File: src/hw/rtl/mspfp_pkg.sv
// ----------------------------------------------------------------------------
// MSP request frame parser package
// Shared constants, phase encoding and the result record of the frame parser.
// ----------------------------------------------------------------------------
package mspfp_pkg;

   // Largest payload that is delivered; larger frames are parsed and dropped.
   localparam int unsigned MAX_PAYLOAD = 8;

   localparam int unsigned BYTE_W    = 8;
   localparam int unsigned SIZE_W    = 4;
   localparam int unsigned PAYLOAD_W = 64;

   localparam logic [BYTE_W-1:0] SYM_DOLLAR = 8'h24;
   localparam logic [BYTE_W-1:0] SYM_M      = 8'h4D;
   localparam logic [BYTE_W-1:0] SYM_LT     = 8'h3C;

   typedef enum logic [2:0] {
      PH_IDLE  = 3'd0,
      PH_M     = 3'd1,
      PH_DIR   = 3'd2,
      PH_SIZE  = 3'd3,
      PH_TYPE  = 3'd4,
      PH_DATA  = 3'd5,
      PH_CHECK = 3'd6
   } phase_type;

   typedef struct packed {
      logic                 hit;
      logic [SIZE_W-1:0]    frame_size;
      logic [BYTE_W-1:0]    frame_type;
      logic [PAYLOAD_W-1:0] frame_payload;
   } result_type;

endpackage

File: src/hw/rtl/msp_request_frame_parser.sv
// ----------------------------------------------------------------------------
// MSP request frame parser
// Recognises '$' 'M' '<' size type payload checksum frames and emits them.
// ----------------------------------------------------------------------------
// One received byte is taken per beat, and a new byte can be taken in every
// cycle. The phase machine updates its state in the cycle the byte is taken;
// when a checksum byte matches and the frame holds at most eight payload
// bytes, the frame appears on the rsp_ channel in the following cycle from an
// output register. While that register holds an unread frame the block still
// takes bytes as long as rsp_ready is high in the same cycle.
module msp_request_frame_parser (
   input  logic                                clock,
   input  logic                                reset,
   input  logic                                req_valid,
   output logic                                req_ready,
   input  logic [mspfp_pkg::BYTE_W-1:0]        req_rx_byte,
   output logic                                rsp_valid,
   input  logic                                rsp_ready,
   output logic [mspfp_pkg::SIZE_W-1:0]        rsp_frame_size,
   output logic [mspfp_pkg::BYTE_W-1:0]        rsp_frame_type,
   output logic [mspfp_pkg::PAYLOAD_W-1:0]     rsp_frame_payload
);

   mspfp_pkg::result_type                result;
   logic                                 req_take;
   logic                                 rsp_valid_ff, rsp_valid_in;
   logic [mspfp_pkg::SIZE_W-1:0]         size_ff;
   logic [mspfp_pkg::BYTE_W-1:0]         type_ff;
   logic [mspfp_pkg::PAYLOAD_W-1:0]      payload_ff;

   assign req_ready = !rsp_valid_ff || rsp_ready;
   assign req_take  = req_valid && req_ready;

   mspfp_parser u_parser (
      .clock     (clock),
      .reset     (reset),
      .byte_take (req_take),
      .rx_byte   (req_rx_byte),
      .result    (result)
   );

   assign rsp_valid_in = (req_take && result.hit) || (rsp_valid_ff && !rsp_ready);

   always_ff @(posedge clock) begin
      if (reset) begin
         rsp_valid_ff <= 1'b0;
      end else begin
         rsp_valid_ff <= rsp_valid_in;
      end
   end

   always_ff @(posedge clock) begin
      if (req_take && result.hit) begin
         size_ff    <= result.frame_size;
         type_ff    <= result.frame_type;
         payload_ff <= result.frame_payload;
      end
   end

   assign rsp_valid         = rsp_valid_ff;
   assign rsp_frame_size    = size_ff;
   assign rsp_frame_type    = type_ff;
   assign rsp_frame_payload = payload_ff;

   // A delivered frame never exceeds the buffer.
   a_size_bound: assert property (@(posedge clock) disable iff (reset)
      rsp_valid |-> (rsp_frame_size <= mspfp_pkg::SIZE_W'(mspfp_pkg::MAX_PAYLOAD)))
      else $error("frame size above buffer");

   // Payload bytes at or beyond the frame size are zero.
   a_unused_zero: assert property (@(posedge clock) disable iff (reset)
      rsp_valid |-> ((rsp_frame_payload >> {rsp_frame_size, 3'b000}) == '0))
      else $error("unused payload bytes not zero");

   // A new frame only appears after a byte was taken.
   a_result_cause: assert property (@(posedge clock) disable iff (reset)
      $rose(rsp_valid) |-> $past(req_valid && req_ready))
      else $error("frame without a received byte");

endmodule

File: src/hw/rtl/mspfp_parser.sv
// ----------------------------------------------------------------------------
// MSP frame parser core
// Phase machine, running checksum and payload capture, one byte per beat.
// ----------------------------------------------------------------------------
module mspfp_parser (
   input  logic                                clock,
   input  logic                                reset,
   input  logic                                byte_take,
   input  logic [mspfp_pkg::BYTE_W-1:0]        rx_byte,
   output mspfp_pkg::result_type               result
);

   mspfp_pkg::phase_type                 phase_ff, phase_in;
   logic [mspfp_pkg::BYTE_W-1:0]         xor_ff, xor_in;
   logic [mspfp_pkg::BYTE_W-1:0]         count_ff, count_in;
   logic [mspfp_pkg::BYTE_W-1:0]         size_ff, size_in;
   logic [mspfp_pkg::BYTE_W-1:0]         type_ff, type_in;
   logic [mspfp_pkg::PAYLOAD_W-1:0]      payload_ff, payload_in;
   logic [mspfp_pkg::BYTE_W-1:0]         count_next;
   logic                                 size_fits;

   assign count_next = count_ff + 8'd1;
   assign size_fits  = (size_ff <= mspfp_pkg::BYTE_W'(mspfp_pkg::MAX_PAYLOAD));

   // Next phase.
   always_comb begin
      phase_in = phase_ff;
      case (phase_ff)
         mspfp_pkg::PH_IDLE: begin
            if (rx_byte == mspfp_pkg::SYM_DOLLAR) phase_in = mspfp_pkg::PH_M;
         end
         mspfp_pkg::PH_M: begin
            phase_in = (rx_byte == mspfp_pkg::SYM_M) ? mspfp_pkg::PH_DIR
                                                     : mspfp_pkg::PH_IDLE;
         end
         mspfp_pkg::PH_DIR: begin
            phase_in = (rx_byte == mspfp_pkg::SYM_LT) ? mspfp_pkg::PH_SIZE
                                                      : mspfp_pkg::PH_IDLE;
         end
         mspfp_pkg::PH_SIZE: phase_in = mspfp_pkg::PH_TYPE;
         mspfp_pkg::PH_TYPE: begin
            phase_in = (size_ff != '0) ? mspfp_pkg::PH_DATA : mspfp_pkg::PH_CHECK;
         end
         mspfp_pkg::PH_DATA: begin
            if (count_next == size_ff) phase_in = mspfp_pkg::PH_CHECK;
         end
         mspfp_pkg::PH_CHECK: phase_in = mspfp_pkg::PH_IDLE;
         default:             phase_in = mspfp_pkg::PH_IDLE;
      endcase
   end

   // Datapath updates and the result of a checksum beat.
   always_comb begin
      xor_in     = xor_ff;
      count_in   = count_ff;
      size_in    = size_ff;
      type_in    = type_ff;
      payload_in = payload_ff;
      result.hit           = 1'b0;
      result.frame_size    = size_ff[mspfp_pkg::SIZE_W-1:0];
      result.frame_type    = type_ff;
      result.frame_payload = payload_ff;
      case (phase_ff)
         mspfp_pkg::PH_IDLE: begin
            xor_in   = '0;
            count_in = '0;
         end
         mspfp_pkg::PH_SIZE: begin
            size_in    = rx_byte;
            payload_in = '0;
            xor_in     = xor_ff ^ rx_byte;
         end
         mspfp_pkg::PH_TYPE: begin
            type_in = rx_byte;
            xor_in  = xor_ff ^ rx_byte;
         end
         mspfp_pkg::PH_DATA: begin
            // Bytes beyond the buffer still count towards the checksum.
            for (int i = 0; i < mspfp_pkg::MAX_PAYLOAD; i++) begin
               if (count_ff == mspfp_pkg::BYTE_W'(i))
                  payload_in[i*mspfp_pkg::BYTE_W +: mspfp_pkg::BYTE_W] = rx_byte;
            end
            xor_in   = xor_ff ^ rx_byte;
            count_in = count_next;
         end
         mspfp_pkg::PH_CHECK: begin
            result.hit = (xor_ff == rx_byte) && size_fits;
         end
         default: ;
      endcase
   end

   always_ff @(posedge clock) begin
      if (reset) begin
         phase_ff   <= mspfp_pkg::PH_IDLE;
         xor_ff     <= '0;
         count_ff   <= '0;
         size_ff    <= '0;
         type_ff    <= '0;
         payload_ff <= '0;
      end else if (byte_take) begin
         phase_ff   <= phase_in;
         xor_ff     <= xor_in;
         count_ff   <= count_in;
         size_ff    <= size_in;
         type_ff    <= type_in;
         payload_ff <= payload_in;
      end
   end

endmodule

File: config.mk
export PLATFORM = sky130hd
export DESIGN_NAME = msp_request_frame_parser
export DESIGN_NICKNAME = d
export VERILOG_FILES = /design/src/hw/rtl/mspfp_pkg.sv /design/src/hw/rtl/msp_request_frame_parser.sv /design/src/hw/rtl/mspfp_parser.sv
export SDC_FILE = /design/constraint.sdc
export NUM_CORES = 1
export LEC_CHECK = 0
export BUFFER_PORTS_ARGS = -buffer_cell sky130_fd_sc_hd__buf_2
export CAP_MARGIN = 20
export CORE_UTILIZATION = 40
export DETAILED_ROUTE_END_ITERATION = 8
export PLACE_DENSITY_LB_ADDON = 0.08
export SETUP_SLACK_MARGIN = 0.3
export SLEW_MARGIN = 15
export SYNTH_ARGS = -nofsm -noshare
export SYNTH_HDL_FRONTEND = slang
export SYNTH_HIERARCHICAL = 1
export SYNTH_SLANG_ARGS = --single-unit
File: constraint.sdc
create_clock -name clock -period 4.38 [get_ports clock]
set_clock_uncertainty 0.2 [all_clocks]
set_input_delay 0.438 -clock clock [delete_from_list [all_inputs] [get_ports clock]]
set_output_delay 0.438 -clock clock [all_outputs]
set_load 0.02 [all_outputs]
==> impl_metrics.toml <==
[synthesis]
syn_area_per_cell_um2 = 11.5
synth_edf_count = 76
synth_nets = 613
ys_seq_elements = 176
syn_inst = 597
netlist_area_um2 = 6890
synth-warning-count = 6
synthFlopType = "dfxtp_1"
seq_area_frac_synth_pct = 62.2
synth_cell_types = 54
async_flop_share_pct = 0

[power]
clock_power_share_pct = 45.9
power_density_nw_per_um2 = 401
power_leakage_nw = 3.33
p_seq_share_pct = 52.7
p_sw_share_pct = 20.6
internal_power_mw = 2.56
switchingPower_mw = 0.665
power_mw = 3.22
vdd_drop_max_mv = 0.286
p_comb_share_pct = 1.4

[floorplanning]
boundaryPins = 90
dieArea_um2 = 17700
die_y_um = 133
num_rows = 47
core_area_um2 = 16700
start_util_pct = 41.2
die_w_um = 133

[global_route]
grt_start_max_net_pins = 56
antenna_found_initial = 0
grt_pass1_vias = 4287
grt_pass1_wl_um = 24000
groute.usage.overall_pct = 17.9
grt_overflow = 0

[clock_network]
cts_tree = "built"
cts_resized = 0
cts_buffers = 17
ctsHtreeMaxLevel = 4
clkSinkCount = 176
hold_buffers = 0
root_buffer = "clkbuf_16"
cts_buffer_depth = 2
clock_latency_ns = 0.43
clkSlewWorstSetupHoldPaths_ns = 0.07
cts_setup_buffers = 0

[hold_path]
holdPathStages = 3
hold_path.startpoint = "req_rx_byte[5]"
hold_end = "u_parser/type_ff[5]"
hp-class = "input port to flip-flop"

[setup_path]
r2r_end = "rsp_frame_payload[12]"
r2r-start = "u_parser/xor_ff[0]"
rr_worst_depth = 8
cp-start-kind = "flip-flop"
path_class = "flip-flop to flip-flop"
required_ns = 4.27
rrSetupSlack_ns = 1.80
end_kind = "flip-flop"
path_max_fanout = 29
crit_arrival_ns = 2.48

[sta]
slew_headroom_pct = 30.9
finalSetupTns_ns = 0
drv_slew = 0
max_freq_ghz = 0.387
hold_ws_ns = 0.127
post-route-period-util_pct = 59.0
finalHoldViolations = 0
worst_pin_slew_ns = 1.03
setup_ws_ns = 1.80
min_period_ns = 2.58
rsz0062_at_grt = "false"
finalSetupViolations = 0

[finish]
synthToLayoutAreaGrowth_pct = 16.7
fin_nets = 685
drive_gt1_share_pct = 20.4
final_core_util_pct = 48.1
antennaDiodeCount = 0

[drt]
vias = 4588
drt_iter0_markers = 322
ant_nets = 0
dr.pass1.iters = 5
wl_per_cell_um = 16.9
routed_wl_um = 15300
route.detailed.drc = 0
vias_per_cell = 5.09

[run_status]
outcome = "complete, no violations"

[run]
cap_violations = 0

[placed_design]
hpwl_um = 10200
gp_congestion = 0.853
io_buffer_count = 89
pre_cts_slack_ns = 1.50
==> state kept, by name, indices dropped and copies added, names as in the netlist <==
register             cells
u_parser/phase_ff        3
rsp_valid                1
u_parser/payload_ff     64
rsp_frame_size           4
u_parser/xor_ff          8
rsp_frame_type           8
u_parser/size_ff         8
rsp_frame_payload       64
u_parser/count_ff        8
u_parser/type_ff         8
==> cell usage in the layout (no fill, tap or decap), drive strengths merged, types with 2 or more instances in the layout <==
cell type / netlist / layout
dfxtp: 100 / 100
buf: 16 / 94
nor2: 83 / 83
edfxtp: 76 / 76
mux2i: 64 / 64
nand2: 46 / 46
a21oi: 41 / 41
clkbuf: 25 / 20
o21ai: 19 / 19
xnor2: 13 / 13
and2: 11 / 11
nand3: 10 / 10
nand3b: 10 / 10
inv: 4 / 8
xor2: 7 / 7
nor4: 6 / 6
nor2b: 6 / 6
nand4: 5 / 5
nand4b: 5 / 5
a21o: 5 / 5
nor4b: 5 / 5
or4: 5 / 5
clkinv: 0 / 5
or3: 4 / 4
nor3: 4 / 4
ha: 4 / 4
nand2b: 4 / 4
nor3b: 3 / 3
bufinv: 0 / 2
and3b: 2 / 2
or2: 2 / 2
==> layout make-up <==
type / instances / area [µm²]
tap: 220 / 275
clock inverter: 12 / 135
sequential: 176 / 4280
multi-input combinational: 376 / 2410
inverter: 4 / 15.0
clock buffer: 20 / 437
timing repair buffer: 94 / 483
fill: 1573 / 8670
==> per-layer routing <==
layer / GRT usage [%] / share of wire [%] / vias to the layer above
li1: - / - / 2239
met1: 24.3 / 47 / 2211
met2: 28.2 / 47 / 123
met3: 3.92 / 4.5 / 15
met4: 6.06 / 1.1 / 0
met5: 0 / 0 / -
==> stage by stage <==
step | area, µm² | instances
floorplan | 6890 | 597
global placement | 7460 | 870
detailed placement | 7460 | 870
CTS | 8040 | 902
global route | 8040 | 902
finish | 8040 | 902
==> worst max-delay path by stage <==
stage / from / endpoint / cells past startpoint / slack (ns)
after floorplan: req_rx_byte[0] / rsp_frame_payload[0] / 8 / 1.18
after global placement: req_rx_byte[2] / rsp_frame_payload[28] / 9 / 1.53
after detailed placement: req_rx_byte[2] / rsp_frame_payload[43] / 9 / 1.50
after CTS: u_parser/xor_ff[0] / rsp_frame_payload[44] / 8 / 1.80
after global routing: u_parser/xor_ff[2] / rsp_frame_payload[19] / 8 / 1.55
final: u_parser/xor_ff[0] / rsp_frame_payload[12] / 8 / 1.80
==> power by group through the flow <==
stage,Combinational [mW],Sequential [mW],Clock (mW)
2_1_floorplan,0.0336,1.73,0
3_3_place_gp,0.0445,1.73,0
3_5_place_dp,0.0454,1.73,0
4_1_cts,0.0456,1.70,1.50
5_1_grt,0.0498,1.70,1.57
6_report,0.0454,1.70,1.48
==> synthesized netlist by cell type (2+ instances only) <==
cell	count	area, µm²
a21o_1	5	37.5
a21oi_1	36	180
a21oi_2	4	35.0
and2_0	4	25.0
and2_1	6	37.5
and3b_1	2	17.5
buf_1	6	22.5
buf_2	5	25.0
buf_4	4	30.0
clkbuf_1	25	93.8
dfxtp_1	100	2000
edfxtp_1	76	2280
ha_1	4	50.1
inv_1	4	15.0
mux2i_1	64	641
nand2_1	45	169
nand2b_1	3	18.8
nand3_1	10	50.1
nand3b_1	10	75.1
nand4_1	5	31.3
nand4b_1	5	43.8
nor2_1	83	312
nor2b_1	5	31.3
nor3_1	4	20.0
nor3b_1	3	22.5
nor4_1	6	37.5
nor4b_1	5	43.8
o21ai_0	13	65.1
o21ai_1	2	10.0
o21ai_2	4	35.0
or2_2	2	12.5
or3_1	4	25.0
or4_1	4	30.0
xnor2_1	13	114
xor2_1	7	61.3
==> cell families after synthesis <==
group,count (synthesis),synth area share [%]
AOI/OAI and AO/OA,74,6.61
xor gates and xnor gates,20,2.54
adders and majority gates,4,0.727
buffers and inverters,45,2.87
DFF,176,62.2
muxes,64,9.30
and+or+nand+nor,214,15.7
==> worst max-delay path, cell delays in order, from the launching register on <==
cell     delay [ns]
dfxtp_1        0.36
xnor2_1        0.13
nand4_1        0.14
nor4_1         0.29
nand4_1        0.13
a21oi_1        0.20
nand2_2        0.11
nor2b_4        0.30
buf_4          0.39
No activity file was read; power rests on OpenSTA's default activity.
